[config.mk]
export PLATFORM = sky130hd
export DESIGN_NAME = integer_to_decimal_ascii_top
export DESIGN_NICKNAME = d
export VERILOG_FILES = /design/src/hw/rtl/i2da_pkg.sv /design/src/hw/rtl/integer_to_decimal_ascii_top.sv /design/src/hw/rtl/i2da_dabble.sv /design/src/hw/rtl/i2da_emit.sv
export SDC_FILE = /design/constraint.sdc
export NUM_CORES = 1
export LEC_CHECK = 0
export BUFFER_PORTS_ARGS = -buffer_cell sky130_fd_sc_hd__buf_2
export CORE_MARGIN = 3
export CORE_UTILIZATION = 50
export CTS_CLUSTER_DIAMETER = 50
export CTS_CLUSTER_SIZE = 28
export DETAILED_ROUTE_END_ITERATION = 10
export GPL_TIMING_DRIVEN = 0
export PLACE_DENSITY = 0.68
export SYNTH_ARGS = -nofsm -noshare
export SYNTH_HDL_FRONTEND = slang
export SYNTH_HIERARCHICAL = 1
export SYNTH_SLANG_ARGS = --single-unit
[constraint.sdc]
create_clock -name clk -period 4 [get_ports clk]
set_input_delay 0.8 -clock clk [delete_from_list [all_inputs] [get_ports clk]]
set_output_delay 0.8 -clock clk [all_outputs]
set_load 0.05 [all_outputs]
[src/hw/rtl/i2da_pkg.sv]
// ----------------------------------------------------------------------------
// i2da_pkg
// Shared constants and types for the integer to decimal ASCII converter.
// ----------------------------------------------------------------------------
package i2da_pkg;

    // Binary input width and decimal digit count (2^64-1 has 20 digits)
    localparam int VALUE_W    = 64;
    localparam int DIGITS     = 20;
    localparam int BCD_W      = 4;
    localparam int CHAR_W     = 8;
    localparam int BIT_CNT_W  = $clog2(VALUE_W);
    localparam int DIG_CNT_W  = $clog2(DIGITS + 1);

    // Character codes
    localparam logic [CHAR_W-1:0] ASCII_ZERO  = 8'h30;
    localparam logic [CHAR_W-1:0] ASCII_NINE  = 8'h39;
    localparam logic [CHAR_W-1:0] ASCII_MINUS = 8'h2D;

    // Mode codes
    localparam logic CMD_UNSIGNED = 1'b0;
    localparam logic CMD_SIGNED   = 1'b1;

    // BCD digit vector, most significant digit at the top index
    typedef logic [DIGITS-1:0][BCD_W-1:0] bcd_vec_t;

    // Result handed from the shift converter to the character emitter
    typedef struct packed {
        logic     neg;
        bcd_vec_t bcd;
    } dab_result_t;

endpackage

[src/hw/rtl/integer_to_decimal_ascii_top.sv]
// ----------------------------------------------------------------------------
// integer_to_decimal_ascii_top
// Converts a 64-bit unsigned or two's complement value to decimal ASCII
// text, one character per output beat, most significant first.
// ----------------------------------------------------------------------------
//  Channel | Handshake            | Payload
//  --------+----------------------+----------------------------------------
//  in      | in_valid / in_stall  | command (1), value (64)
//  out     | out_valid / out_stall| character (8), is_last (1)
//
//  A number passes through the bit-serial BCD shifter one value bit per
//  cycle, between a load step and a handoff to the emitter.
//  The emitter then drains the sign and digits, overlapped with the next
//  number's shifting.
//  Reset clears all control state; nothing further is needed after reset.
//  in_stall is high while the shifter is busy or holds an untaken result;
//  out_stall holds the output beat and pauses the emitter.
// ----------------------------------------------------------------------------
module integer_to_decimal_ascii_top
(
    input  logic                              clk,
    input  logic                              rst_n,
    input  logic                              in_valid,
    output logic                              in_stall,
    input  logic                              command,
    input  logic [i2da_pkg::VALUE_W-1:0]      value,
    output logic                              out_valid,
    input  logic                              out_stall,
    output logic [i2da_pkg::CHAR_W-1:0]       character,
    output logic                              is_last
);

    logic                              dab_ready;
    logic                              load;
    logic                              neg;
    logic [i2da_pkg::VALUE_W-1:0]      mag;
    logic                              res_valid;
    logic                              res_take;
    i2da_pkg::dab_result_t             res;

    // Sign and magnitude; the most negative value negates to itself, which
    // is the correct unsigned magnitude
    assign neg  = (command == i2da_pkg::CMD_SIGNED) && value[i2da_pkg::VALUE_W-1];
    assign mag  = neg ? (~value + 1'b1) : value;
    assign load = in_valid && dab_ready;

    assign in_stall = !dab_ready;

    i2da_dabble u_dabble
    (
        .clk       (clk),
        .rst_n     (rst_n),
        .load      (load),
        .load_neg  (neg),
        .load_mag  (mag),
        .ready     (dab_ready),
        .res_valid (res_valid),
        .res_take  (res_take),
        .res       (res)
    );

    i2da_emit u_emit
    (
        .clk       (clk),
        .rst_n     (rst_n),
        .res_valid (res_valid),
        .res_take  (res_take),
        .res       (res),
        .out_valid (out_valid),
        .out_stall (out_stall),
        .character (character),
        .is_last   (is_last)
    );

endmodule

[src/hw/rtl/i2da_dabble.sv]
// ----------------------------------------------------------------------------
// i2da_dabble
// Bit-serial binary to BCD converter (shift and add-3), one bit per cycle.
// ----------------------------------------------------------------------------
module i2da_dabble
(
    input  logic                              clk,
    input  logic                              rst_n,
    input  logic                              load,
    input  logic                              load_neg,
    input  logic [i2da_pkg::VALUE_W-1:0]      load_mag,
    output logic                              ready,
    output logic                              res_valid,
    input  logic                              res_take,
    output i2da_pkg::dab_result_t             res
);

    typedef enum logic [1:0]
    {
        ST_IDLE,
        ST_RUN,
        ST_HOLD
    } state_t;

    state_t                              state_reg;
    logic [i2da_pkg::VALUE_W-1:0]        mag_reg;
    i2da_pkg::bcd_vec_t                  bcd_reg;
    i2da_pkg::bcd_vec_t                  bcd_next;
    i2da_pkg::bcd_vec_t                  bcd_adj;
    logic [i2da_pkg::DIGITS*i2da_pkg::BCD_W-1:0] bcd_flat;
    logic [i2da_pkg::BIT_CNT_W-1:0]      count_reg;
    logic                                neg_reg;

    // Add 3 to every digit of 5 or more, then shift in the next magnitude bit
    always_comb
    begin
        for (int i = 0; i < i2da_pkg::DIGITS; i++)
        begin
            if (bcd_reg[i] >= 4'd5)
            begin
                bcd_adj[i] = bcd_reg[i] + 4'd3;
            end
            else
            begin
                bcd_adj[i] = bcd_reg[i];
            end
        end
        bcd_flat = bcd_adj;
        bcd_next = {bcd_flat[i2da_pkg::DIGITS*i2da_pkg::BCD_W-2:0],
                    mag_reg[i2da_pkg::VALUE_W-1]};
    end

    // Sequencer and shift registers
    always_ff @(posedge clk or negedge rst_n)
    begin
        if (!rst_n)
        begin
            state_reg <= ST_IDLE;
            mag_reg   <= '0;
            bcd_reg   <= '0;
            count_reg <= '0;
            neg_reg   <= 1'b0;
        end
        else
        begin
            case (state_reg)
                ST_IDLE:
                begin
                    if (load)
                    begin
                        mag_reg   <= load_mag;
                        neg_reg   <= load_neg;
                        bcd_reg   <= '0;
                        count_reg <= '0;
                        state_reg <= ST_RUN;
                    end
                end
                ST_RUN:
                begin
                    bcd_reg   <= bcd_next;
                    mag_reg   <= {mag_reg[i2da_pkg::VALUE_W-2:0], 1'b0};
                    count_reg <= count_reg + 1'b1;
                    if (count_reg == i2da_pkg::BIT_CNT_W'(i2da_pkg::VALUE_W - 1))
                    begin
                        state_reg <= ST_HOLD;
                    end
                end
                ST_HOLD:
                begin
                    if (res_take)
                    begin
                        state_reg <= ST_IDLE;
                    end
                end
                default:
                begin
                    state_reg <= ST_IDLE;
                end
            endcase
        end
    end

    assign ready     = (state_reg == ST_IDLE);
    assign res_valid = (state_reg == ST_HOLD);
    assign res.neg   = neg_reg;
    assign res.bcd   = bcd_reg;

endmodule

[src/hw/rtl/i2da_emit.sv]
// ----------------------------------------------------------------------------
// i2da_emit
// Digit-serial character emitter: sign, then BCD digits most significant
// first with leading zeros dropped, into a registered output beat.
// ----------------------------------------------------------------------------
module i2da_emit
(
    input  logic                              clk,
    input  logic                              rst_n,
    input  logic                              res_valid,
    output logic                              res_take,
    input  i2da_pkg::dab_result_t             res,
    output logic                              out_valid,
    input  logic                              out_stall,
    output logic [i2da_pkg::CHAR_W-1:0]       character,
    output logic                              is_last
);

    typedef enum logic
    {
        ST_IDLE,
        ST_BUSY
    } state_t;

    state_t                              state_reg;
    i2da_pkg::bcd_vec_t                  digits_reg;
    logic [i2da_pkg::DIG_CNT_W-1:0]      remain_reg;
    logic                                neg_pend_reg;
    logic                                started_reg;
    logic                                out_valid_reg;
    logic [i2da_pkg::CHAR_W-1:0]         char_reg;
    logic                                last_reg;

    logic                                slot_free;
    logic [i2da_pkg::BCD_W-1:0]          top_digit;
    logic                                final_digit;
    logic                                show_digit;

    assign slot_free   = !out_valid_reg || !out_stall;
    assign top_digit   = digits_reg[i2da_pkg::DIGITS-1];
    assign final_digit = (remain_reg == i2da_pkg::DIG_CNT_W'(1));
    assign show_digit  = started_reg || (top_digit != '0) || final_digit;
    assign res_take    = (state_reg == ST_IDLE) && res_valid;

    // State and output beat register
    always_ff @(posedge clk or negedge rst_n)
    begin
        if (!rst_n)
        begin
            state_reg     <= ST_IDLE;
            digits_reg    <= '0;
            remain_reg    <= '0;
            neg_pend_reg  <= 1'b0;
            started_reg   <= 1'b0;
            out_valid_reg <= 1'b0;
            char_reg      <= '0;
            last_reg      <= 1'b0;
        end
        else
        begin
            case (state_reg)
                ST_IDLE:
                begin
                    if (slot_free)
                    begin
                        out_valid_reg <= 1'b0;
                    end
                    if (res_take)
                    begin
                        digits_reg   <= res.bcd;
                        neg_pend_reg <= res.neg;
                        remain_reg   <= i2da_pkg::DIG_CNT_W'(i2da_pkg::DIGITS);
                        started_reg  <= 1'b0;
                        state_reg    <= ST_BUSY;
                    end
                end
                ST_BUSY:
                begin
                    if (slot_free)
                    begin
                        if (neg_pend_reg)
                        begin
                            // sign beat goes out first
                            out_valid_reg <= 1'b1;
                            char_reg      <= i2da_pkg::ASCII_MINUS;
                            last_reg      <= 1'b0;
                            neg_pend_reg  <= 1'b0;
                        end
                        else
                        begin
                            // leading zeros are shifted out and emit nothing
                            out_valid_reg <= show_digit;
                            char_reg      <= i2da_pkg::ASCII_ZERO
                                             | {{(i2da_pkg::CHAR_W-i2da_pkg::BCD_W){1'b0}},
                                                top_digit};
                            last_reg      <= final_digit;
                            started_reg   <= show_digit;
                            digits_reg    <= {digits_reg[i2da_pkg::DIGITS-2:0],
                                              {i2da_pkg::BCD_W{1'b0}}};
                            remain_reg    <= remain_reg - 1'b1;
                            if (final_digit)
                            begin
                                state_reg <= ST_IDLE;
                            end
                        end
                    end
                end
                default:
                begin
                    state_reg <= ST_IDLE;
                end
            endcase
        end
    end

    assign out_valid = out_valid_reg;
    assign character = char_reg;
    assign is_last   = last_reg;

endmodule

==> reports/metrics.yaml, run 1 <==
clock_network:
  cts.htree.levels: 1
  root_buffer: "clkbuf_16"
  cts-resized-gates: 0
  clockBufferDepth: 3
  cts_tree: "yes"
  clock_latency_ps: 570
  cts_buffers: 30
  post_cts_buffers: 0
  path_clk_slew_ps: 60
  ctsHoldBuffers: 0
  clkSinkCount: 249
setup_path:
  path_buf_inv: 5
  max_stage_delay_ps: 390
  cp.required_ps: 3200
  crit_path_start_kind: "flop"
  crit_cells: 6
  cp_common_cell: "buf_2"
  crit_slowest_cell: "buf_1"
  crit_arrival_ps: 2160
  reg2reg_from: "u_dabble/state_reg[0]"
  startpoint: "u_dabble/state_reg[0]"
  crit_end: "in_stall"
  critPathMaxFanout: 10
  rr_endpoint: "u_dabble/res[72]"
  reg2reg_depth: 9
  crit_family: "buffers and inverters"
  regToRegSetupSlack_ps: 1230
  crit_type: "flop to primary output"
  cp_cell_sequence: "buf_4 -> buf_2 -> buf_1 -> nor2_1 -> inv_1 -> buf_2"
  worst_setup_path_end_kind: "primary output"
flow_run:
  max-cap-violations: 0
cells_and_area:
  drive_gt1_share_pct: 17.9
  insertedDiodeCount: 0
  final_common_cell: "dfrtp_1"
  final_util_pct: 59.2
  area_growth_pct: 14.9
  fillers: 2322
  mostFrequentLayoutCells: "249 x dfrtp_1, 110 x buf_2, 106 x o21ai_0"
  design_area_mm2: 0.0156
  largest_reg_flops: 80
  final_nets: 1558
power:
  p_seq_share_pct: 35.9
  leakage_uw: 0.00676
  pwr_density_cell_mw_per_mm2: 754
  p_sw_uw: 4460
  peakVddDrop_mv: 0.393
  combPwrFrac_pct: 38.0
  totalPowerFinal_uw: 11800
  p_clk_share_pct: 26.1
  swShare_pct: 37.9
  intPower_uw: 7300
detailed_routing:
  drc: 0
  ant_nets: 0
  wl_per_cell_um: 19.3
  wl_um: 34900
  dr.pass1.iters: 5
  vias_per_cell: 6.11
  vias: 11000
  drt_iter0_markers: 843
floorplanning:
  io_pins: 80
  die-area_mm2: 0.0292
  fp.dieH_um: 171
  design.core.area_mm2: 0.0264
  chipWidth_um: 171
  initial_core_util_pct: 51.5
  placementRows: 59
synthesis:
  synth_flop_cell: "dfrtp_1"
  synth_area_mm2: 0.0136
  synthArstFlopShare_pct: 100
  yosys_warnings: 6
  synth_edf_count: 0
  ys_ff_latch: 249
  synth_cell_types: 65
  syn_inst: 1333
  syn_avg_cell_area_um2: 10.2
  synth_top_area_share_pct: 45.9
  synth_seq_area_share_pct: 45.9
  synthTopCellsByArea: "dfrtp_1 46%, mux2_2 5.4%, ha_1 4.1%, o21ai_0 3.9%, a22oi_1 3.5%"
  yosysTopAreaCell: "dfrtp_1"
sta:
  tightest_slew_ps: 1020
  min_period_ps: 2960
  rsz0062_at_grt: "false"
  skew_ps: 29.9
  period_share_pct: 74.0
  finalSetupViolCount: 0
  finalHoldViolCount: 0
  slew_viol_final: 0
  slew_headroom_pct: 31.1
  clock.fmax_mhz: 338
placed_design:
  hpwl_um: 24700
  io_buffers: 77
  globalplace.congestion: 0.892
  placed_area_mm2: 0.0144
grt:
  grt_pass1_wl_um: 56900
  grt_usage_pct: 23.9
  grt_pass1_vias: 10800
  antenna_found_initial: 0
  grt_overflow: 0
  grt_max_degree: 104
outcome:
  status: "complete, no violations"
hold_path:
  worstHoldPathType: "input port to async pin"
power by group through the flow:
stage / clock (uW) / combinational [uW] / sequential, uW
2_1_floorplan: 0 / 3290 / 4100
6_report: 3070 / 4460 / 4220
3_3_place_gp: 0 / 4280 / 4220
5_1_grt: 3230 / 4980 / 4350
3_5_place_dp: 0 / 4430 / 4240
4_1_cts: 3130 / 4460 / 4210
logic make-up after synthesis:
logic type	Yosys count	synth area share, %
compound gates	419	21.6
simple gates	325	12.5
flops	249	45.9
buf+inv	141	4.77
xor+xnor	88	5.68
mux	66	5.47
fa+ha+maj	44	4.06
other cells	1	0.0276
synthesized netlist by cell type, drive strengths merged (9+ instances only):
cell,count
dfrtp,249
o21ai,107
nand2,104
mux2,65
a22oi,64
a21oi,52
buf,52
inv,51
a221o,47
xnor2,45
and2,44
ha,44
xor2,43
nor2,38
clkbuf,37
o22ai,31
nand3,29
o31ai,28
nand2b,24
nor3,22
a31oi,20
a32o,20
o311ai,20
nor3b,13
nor4,10
nand4,9
through the flow:
stage	hold slack (ps)	std cells	TNS (ps)	setup WS, ps
3_3_place_gp	446	1746	-590600	-2390
2_1_floorplan	447	1334	0	1190
3_5_place_dp	450	1748	0	576
4_1_cts	124	1804	0	1000
5_1_grt	134	1804	0	862
6_report	117	1804	0	1040
metal layers:
metal	share of wire (%)	global-route usage [%]	vias to the layer above
met2	47	39.5	305
li1	-	-	5185
met1	46	33.6	5474
met4	2.1	6.10	0
met3	4.7	2.80	50
met5	0	0	-
how the worst min path moves through the flow:
stage | from | endpoint
final | rst_n | u_emit/character[5]
after global routing | rst_n | u_emit/character[4]
after CTS | rst_n | u_emit/character[5]
after detailed placement | u_emit/character[5] | u_emit/character[5]
after global placement | u_emit/character[5] | u_emit/character[5]
after floorplan | u_emit/remain_reg[4] | u_emit/remain_reg[4]
layout make-up:
cell class	instances	area, um2	share of cell area [%]
clock buffers	30	751	4.82
repair buffers	79	450	2.89
multi-input cells	944	6700	43.0
plain buffers	89	453	2.91
clock inverters	26	392	2.51
inverters	52	195	1.25
flip-flops and latches	249	6230	40.0
well taps	335	419	2.69
(Power assumes the default switching activity.)
==> inputs of run 2 (changes only) <==
ABC_AREA = 1   (was not set)
PLACE_DENSITY = 0.67   (was 0.68)
clock period = 2.9 ns   (was 4 ns; I/O delays follow)
==> run 2 against run 1 <==
  * Critical path type is now flop to flop
  * Core utilization decreased by 1.4 points
  * Worst setup slack got worse by 460 ps
  * Sequential power grew 43%
  * Non-clock buffer count fell by 10
  * Die area grew 8.6%
  * Total power increased by 46%
  * Critical endpoint is now u_dabble/state_reg[1]
  * First-iteration DRC count is 7.6% higher
==> reports/metrics.yaml, run 2 <==
outcome:
  status: "complete, no violations"  # unchanged
synthesis:
  syn_inst: 2025  # was 1333
  muxShareOfSynthArea_pct: 0  # was 5.47%
  syn_avg_cell_area_um2: 7.30  # was 10.2 um2
  synth_edf_count: 0  # unchanged
  synth_area_mm2: 0.0148  # was 0.0136 mm2
  synthArstFlopShare_pct: 100  # unchanged
  synthAdderAreaFrac_pct: 3.72  # was 4.06%
  synth_seq_area_share_pct: 42.1  # was 45.9%
  synth_common_cells: "760 x nand2_1, 249 x dfrtp_1, 202 x nand3_1"  # was 249 x dfrtp_1, 106 x o21ai_0, 103 x nand2_1
  synthSimpleGateAreaFrac_pct: 34.7  # was 12.5%
  synth_top_family_by_area: "simple AND/OR/NAND/NOR gates"  # was compound AO/OA/AOI/OAI gates
  post-synth-top-count-cell: "nand2_1"  # was dfrtp_1
  synth_compound_area_share_pct: 9.29  # was 21.6%
  synth_top_area_share_pct: 42.1  # was 45.9%
  yosysTopAreaCell: "dfrtp_1"  # unchanged
  ys_ff_latch: 249  # unchanged
  yosys_warnings: 6  # unchanged
  synth_xor_area_share_pct: 2.19  # was 5.68%
  synthTopCellsByArea: "dfrtp_1 42%, nand2_1 19%, nand3_1 6.8%, inv_1 4.9%, ha_1 3.7%"  # was dfrtp_1 46%, mux2_2 5.4%, ha_1 4.1%, o21ai_0 3.9%, a22oi_1 3.5%
  synth_cell_types: 43  # was 65
  synth_flop_cell: "dfrtp_1"  # unchanged
floorplanning:
  design.core.area_mm2: 0.0289  # was 0.0264 mm2
  die-area_mm2: 0.0317  # was 0.0292 mm2
  chipWidth_um: 178  # was 171 um
  initial_core_util_pct: 51.1  # was 51.5%
  io_pins: 80  # unchanged
  fp.dieH_um: 178  # was 171 um
  placementRows: 62  # was 59
setup_path:
  crit_family: "simple AND/OR/NAND/NOR gates"  # was buffers and inverters
  crit_end: "u_dabble/state_reg[1]"  # was in_stall
  critPathMaxFanout: 10  # unchanged
  reg2reg_from: "u_dabble/state_reg[1]"  # was u_dabble/state_reg[0]
  cp_cell_sequence: "inv_1 -> nor2_1 -> inv_1 -> nor2_2 -> clkbuf_1 -> inv_1 -> nand3_1 -> nand2_1 -> nor2_1 -> nand3_1 -> nand2_1"  # was buf_4 -> buf_2 -> buf_1 -> nor2_1 -> inv_1 -> buf_2
  cp_common_cell: "inv_1"  # was buf_2
  crit_type: "flop to flop"  # was flop to primary output
  cp.required_ps: 3380  # was 3200 ps
  startpoint: "u_dabble/state_reg[1]"  # was u_dabble/state_reg[0]
  crit_cells: 11  # was 6
  max_stage_delay_ps: 530  # was 390 ps
  crit_path_start_kind: "flop"  # unchanged
  path_buf_inv: 4  # was 5
  regToRegSetupSlack_ps: 580  # was 1230 ps
  reg2reg_depth: 11  # was 9
  crit_arrival_ps: 2800  # was 2160 ps
  crit_slowest_cell: "clkbuf_1"  # was buf_1
  worst_setup_path_end_kind: "flop"  # was primary output
  rr_endpoint: "u_dabble/state_reg[1]"  # was u_dabble/res[72]
grt:
  grt_usage_pct: 25.3  # was 23.9%
  use_met2_pct: 41.7  # was 39.5%
  antenna_found_initial: 0  # unchanged
  grt_overflow: 0  # unchanged
  grtUsageMet1_pct: 35.6  # was 33.6%
  grt_pass1_wl_um: 65000  # was 56900 um
  gr-max-usage-layer: "met2"  # unchanged
  grt_pass1_vias: 12900  # was 10800
  grt_max_degree: 103  # was 104
  met3_usage_pct: 3.11  # was 2.80%
sta:
  period_share_pct: 80.1
  slew_viol_final: 0  # unchanged
  finalHoldViolCount: 0  # unchanged
  tightest_slew_ps: 690  # was 1020 ps
  skew_ps: 32.5  # was 29.9 ps
  min_period_ps: 2320
  clock.fmax_mhz: 430
  finalSetupViolCount: 0  # unchanged
  rsz0062_at_grt: "false"  # unchanged
  slew_headroom_pct: 54.0  # was 31.1%
  whs_ps: 286  # was 117 ps
detailed_routing:
  wl_per_cell_um: 15.7  # was 19.3 um
  dr.pass1.iters: 5  # unchanged
  drt_iter0_markers: 907  # was 843
  wl_um: 40000  # was 34900 um
  drc: 0  # unchanged
  ant_nets: 0  # unchanged
  vias: 13600  # was 11000
  vias_per_cell: 5.37  # was 6.11
cells_and_area:
  largest_reg_flops: 80  # unchanged
  final_common_cell: "nand2_1"  # was dfrtp_1
  final_nets: 2250  # was 1558
  drive_gt1_share_pct: 11.0  # was 17.9%
  area_growth_pct: 13.1  # was 14.9%
  finalNonFillerCells: 2542  # was 1804
  insertedDiodeCount: 0  # unchanged
  fillers: 2716  # was 2322
  design_area_mm2: 0.0167  # was 0.0156 mm2
  mostFrequentLayoutCells: "760 x nand2_1, 249 x dfrtp_1, 202 x nand3_1"  # was 249 x dfrtp_1, 110 x buf_2, 106 x o21ai_0
clock_network:
  post_cts_buffers: 0  # unchanged
  cts-resized-gates: 0  # unchanged
  clock_latency_ps: 570  # about the same
  cts_tree: "yes"  # unchanged
  cts.htree.levels: 1  # unchanged
  root_buffer: "clkbuf_16"  # unchanged
  path_clk_slew_ps: 60  # about the same
  cts_buffers: 29  # was 30
  clockBufferDepth: 3  # unchanged
  clkSinkCount: 249  # unchanged
power:
  p_clk_share_pct: 21.7  # was 26.1%
  p_seq_share_pct: 35.0  # was 35.9%
  pwr_density_cell_mw_per_mm2: 1030  # was 754 mW/mm2
  p_sw_uw: 7620  # was 4460 uW
  leakage_uw: 0.00862  # was 0.00676 uW
  combPwrFrac_pct: 43.3  # was 38.0%
  intPower_uw: 9590  # was 7300 uW
  swShare_pct: 44.3  # was 37.9%
  peakVddDrop_mv: 0.548  # was 0.393 mV
flow_run:
  max-cap-violations: 0  # unchanged
placed_design:
  globalplace.congestion: 0.905  # was 0.892
  dp.cells: 2489  # was 1748
  io_buffers: 77  # unchanged
  hpwl_um: 29500  # was 24700 um
  placed_area_mm2: 0.0157  # was 0.0144 mm2
hold_path:
  worstHoldPathType: "input port to flop"  # was input port to async pin
[run 2: final cells by class]
class	count	area, um2	area share (%)
multi-input combinational	1498	7380	44.2
clock buffer	29	726	4.34
buffer	78	424	2.54
clock inverter	23	262	1.56
timing repair buffer	80	460	2.75
sequential	249	6230	37.3
inverter	201	756	4.52
tap	384	480	2.87
[run 2: logic make-up after synthesis]
family	Yosys count
DFF	249
adders and majority gates	44
buffers and inverters	279
other	1
xor gates and xnor gates	37
AOI/OAI and AO/OA	221
and+or+nand+nor	1194
[run 2: worst min path at each step]
stage	depth (start not counted)	slack (ps)	start	end
after floorplan	0	280	rst_n	u_dabble/count_reg[0]
after global placement	1	450	u_emit/character[5]	u_emit/character[5]
after detailed placement	1	460	u_emit/character[5]	u_emit/character[5]
final	3	290	value[0]	u_dabble/mag_reg[0]
after global routing	3	290	out_stall	u_emit/out_valid
after CTS	3	270	out_stall	u_emit/out_valid
[run 2: power groups by stage]
| stage | Sequential [uW] | Clock, uW | Combinational [uW] |
|---|---|---|---|
| 6_report | 6020 | 3730 | 7460 |
| 5_1_grt | 6220 | 3960 | 8470 |
| 4_1_cts | 6010 | 3820 | 7460 |
| 3_5_place_dp | 6050 | 0 | 7430 |
| 3_3_place_gp | 6020 | 0 | 7180 |
| 2_1_floorplan | 5880 | 0 | 5360 |
[run 2: layer usage]
metal,part of all wire [%],wire (um)
met5,0,0
met2,46,18500
met3,4.7,1870
met4,2.4,975
met1,47,18600
[run 2: worst min-delay path, stage by stage]
cell and delay (ps):
buf_2 100, nand2_1 50, o21ai_0 60
[run 2: stage by stage]
stage	power [uW]	utilization, %	worst slack (ps)	TNS (ps)
after global routing	18600	57.8	477	0
after CTS	17300	57.8	592	0
after floorplan	11200	-	1070	0
after global placement	13200	54.1	-3360	-829320
final	17200	57.8	577	0
after detailed placement	13500	54.3	582	0
[run 2: timing repair]
action	4_1_cts	5_1_grt
hold buffers	1	0
hold endpoints to repair	27	0
endpoints found under the setup margin	0	0
==> inputs of run 3 (changes only) <==
clock period = 2.2 ns   (was 2.9 ns; I/O delays follow)
==> run 3 against run 2 <==
  * Via count fell by 0.17%
  * Sequential share of layout area barely moved
  * Core utilization barely moved
  * Count of clock-buffer cells in the layout did not move
  * Maximum frequency rose by 8.8%
  * Sequential power rose by 32%
  * Critical path depth fell by 4
  * Worst hold slack got worse by 140 ps
  * Clock skew fell by 2.4 ps
  * Critical endpoint is now u_dabble/res[23]
  * Highest routed layer unchanged
==> reports/metrics.yaml, run 3 (synthesis gave the netlist of run 2 again) <==
detailed_routing:
  met2RoutedLength_um: 18500  # about the same
  wl_per_cell_um: 15.7  # about the same
  vias: 13600  # about the same
  ant_nets: 0  # unchanged
  drc: 0  # unchanged
  vias_per_cell: 5.36  # was 5.37
  drt_iter0_markers: 909  # was 907
  wl_met1_um: 18700  # was 18600 um
  dr.pass1.iters: 5  # unchanged
  maxUsedRoutingLayer: "met4"  # unchanged
  wl_met3_um: 1780  # was 1870 um
  wl_um: 39900  # was 40000 um
setup_path:
  crit_path_start_kind: "flop"  # unchanged
  crit_slowest_cell: "dfrtp_1"  # was clkbuf_1
  crit_arrival_ps: 2540  # was 2800 ps
  critPathMaxFanout: 10  # unchanged
  worst_setup_path_end_kind: "flop"  # unchanged
  path_buf_inv: 3  # was 4
  max_stage_delay_ps: 440  # was 530 ps
  cp.required_ps: 2610  # was 3380 ps
  crit_type: "flop to flop"  # unchanged
  cp_cell_sequence: "nor2_2 -> nand2_1 -> inv_1 -> o21ai_2 -> inv_2 -> buf_2 -> o22ai_1"  # was inv_1 -> nor2_1 -> inv_1 -> nor2_2 -> clkbuf_1 -> inv_1 -> nand3_1 -> nand2_1 -> nor2_1 -> nand3_1 -> nand2_1
  crit_family: "buffers and inverters"  # was simple AND/OR/NAND/NOR gates
floorplanning:
  io_pins: 80  # unchanged
  placementRows: 62  # unchanged
  initial_core_util_pct: 51.1  # unchanged
  chipWidth_um: 178  # unchanged
  fp.dieH_um: 178  # unchanged
  design.core.area_mm2: 0.0289  # unchanged
  die-area_mm2: 0.0317  # unchanged
flow_run:
  max-cap-violations: 0  # unchanged
power:
  combPwrFrac_pct: 43.4  # was 43.3%
  totalPowerFinal_uw: 22700  # was 17200 uW
  peakVddDrop_mv: 0.721  # was 0.548 mV
  leakage_uw: 0.00862  # about the same
  p_seq_share_pct: 35.0  # about the same
  swShare_pct: 44.3  # about the same
  intPower_uw: 12600  # was 9590 uW
  pwr_density_cell_mw_per_mm2: 1360  # was 1030 mW/mm2
  p_clk_share_pct: 21.7  # about the same
  p_sw_uw: 10000  # was 7620 uW
sta:
  slew_viol_final: 0  # unchanged
  finalSetupViolCount: 0  # unchanged
  setup_tns_ps: 0  # unchanged
  slew_headroom_pct: 54.0  # about the same
  clock.fmax_mhz: 469  # was 430 MHz
  period_share_pct: 97.0  # was 80.1%
  whs_ps: 146  # was 286 ps
  tightest_slew_ps: 690  # about the same
  min_period_ps: 2130  # was 2320 ps
  rsz0062_at_grt: "false"  # unchanged
  finalHoldViolCount: 0  # unchanged
  skew_ps: 30.0  # was 32.5 ps
placed_design:
  hpwl_um: 29500  # unchanged
  io_buffers: 77  # unchanged
  placed_area_mm2: 0.0157  # unchanged
  globalplace.congestion: 0.905  # unchanged
clock_network:
  path_clk_slew_ps: 60  # about the same
  clockBufferDepth: 3  # unchanged
  post_cts_buffers: 0  # unchanged
  cts_tree: "yes"  # unchanged
  root_buffer: "clkbuf_16"  # unchanged
  cts_buffers: 29  # unchanged
  clock_latency_ps: 570  # about the same
  cts.htree.levels: 1  # unchanged
  clkSinkCount: 249  # unchanged
grt:
  grt_pass1_vias: 12900  # unchanged
  antenna_found_initial: 0  # unchanged
  grt_pass1_wl_um: 65000  # unchanged
  grt_overflow: 0  # unchanged
  grt_usage_pct: 25.3  # unchanged
  grt_max_degree: 103  # unchanged
cells_and_area:
  final_common_cell: "nand2_1"  # unchanged
  final_nets: 2250  # unchanged
  fillers: 2712  # was 2716
  mostFrequentLayoutCells: "760 x nand2_1, 249 x dfrtp_1, 202 x nand3_1"  # unchanged
  drive_gt1_share_pct: 11.1  # was 11.0%
  insertedDiodeCount: 0  # unchanged
  largest_reg_flops: 80  # unchanged
  design_area_mm2: 0.0167  # about the same
  area_growth_pct: 13.1  # about the same
outcome:
  status: "complete, no violations"  # unchanged
hold_path:
  worstHoldPathType: "input port to flop"  # unchanged
[run 3: cell count changes in the layout (fill, tap and decap cells not counted), sizes merged]
cell and delta:
clkbuf +1, buf -1
[run 3: worst paths after layout]
kind	start	slack, ps	to	cells past startpoint
min in group asynchronous	rst_n	400	u_dabble/res[54]	2
setup / recovery	u_dabble/state_reg[0]	70	u_dabble/res[23]	7
setup reg to reg	u_dabble/state_reg[0]	70	u_dabble/res[23]	7
hold reg to reg	u_emit/digits_reg[44]	470	u_emit/digits_reg[44]	2
max in group asynchronous	rst_n	910	u_dabble/mag_reg[51]	3
hold / removal	value[0]	150	u_dabble/mag_reg[0]	3
[run 3: worst reg2reg max path, cell delays in order, from the launching register on]
cell and delay, ps:
dfrtp_1 440, nor2_2 300, nand2_1 160, inv_1 160, o21ai_2 200, inv_2 220
buf_2 390, o22ai_1 130
[run 3: through the flow]
step / cells / setup slack [ps] / util, %
2_1_floorplan: 2026 / 507 / -
3_3_place_gp: 2487 / -3920 / 54.1
3_5_place_dp: 2489 / -60.0 / 54.3
4_1_cts: 2542 / 88.8 / 57.8
5_1_grt: 2542 / 5.22 / 57.8
6_report: 2542 / 65.6 / 57.8
[run 3: metal layers]
layer | vias to the layer above | global-route usage, %
met2 | 338 | 41.7
li1 | 6807 | -
met3 | 70 | 3.11
met5 | - | 0
met1 | 6401 | 35.6
met4 | 0 | 6.41
[run 3: repair_timing]
| action | in CTS | in global routing |
|---|---|---|
| pin swaps | 0 | 0 |
| hold buffers | 1 | 0 |
| gates cloned | 0 | 0 |
| gates resized for setup | 1 | 2 |
| hold endpoints to repair | 59 | 0 |
| setup endpoints to repair | 1 | 24 |
[run 3: power by group through the flow]
| stage | Combinational, uW | Sequential, uW | Clock (uW) |
|---|---|---|---|
| 4_1_cts | 9840 | 7930 | 5030 |
| 5_1_grt | 11200 | 8200 | 5220 |
| 3_3_place_gp | 9470 | 7940 | 0 |
| 3_5_place_dp | 9790 | 7970 | 0 |
| 2_1_floorplan | 7070 | 7760 | 0 |
| 6_report | 9840 | 7930 | 4910 |
[run 3: final cells by class]
class,count,area [um2],share of cell area (%)
multi-input cells,1498,7390,44.2
flip-flops and latches,249,6230,37.2
inverters,201,756,4.52
clock buffers,29,726,4.34
well taps,384,480,2.87
repair buffers,80,460,2.75
plain buffers,78,428,2.56
clock inverters,23,262,1.56
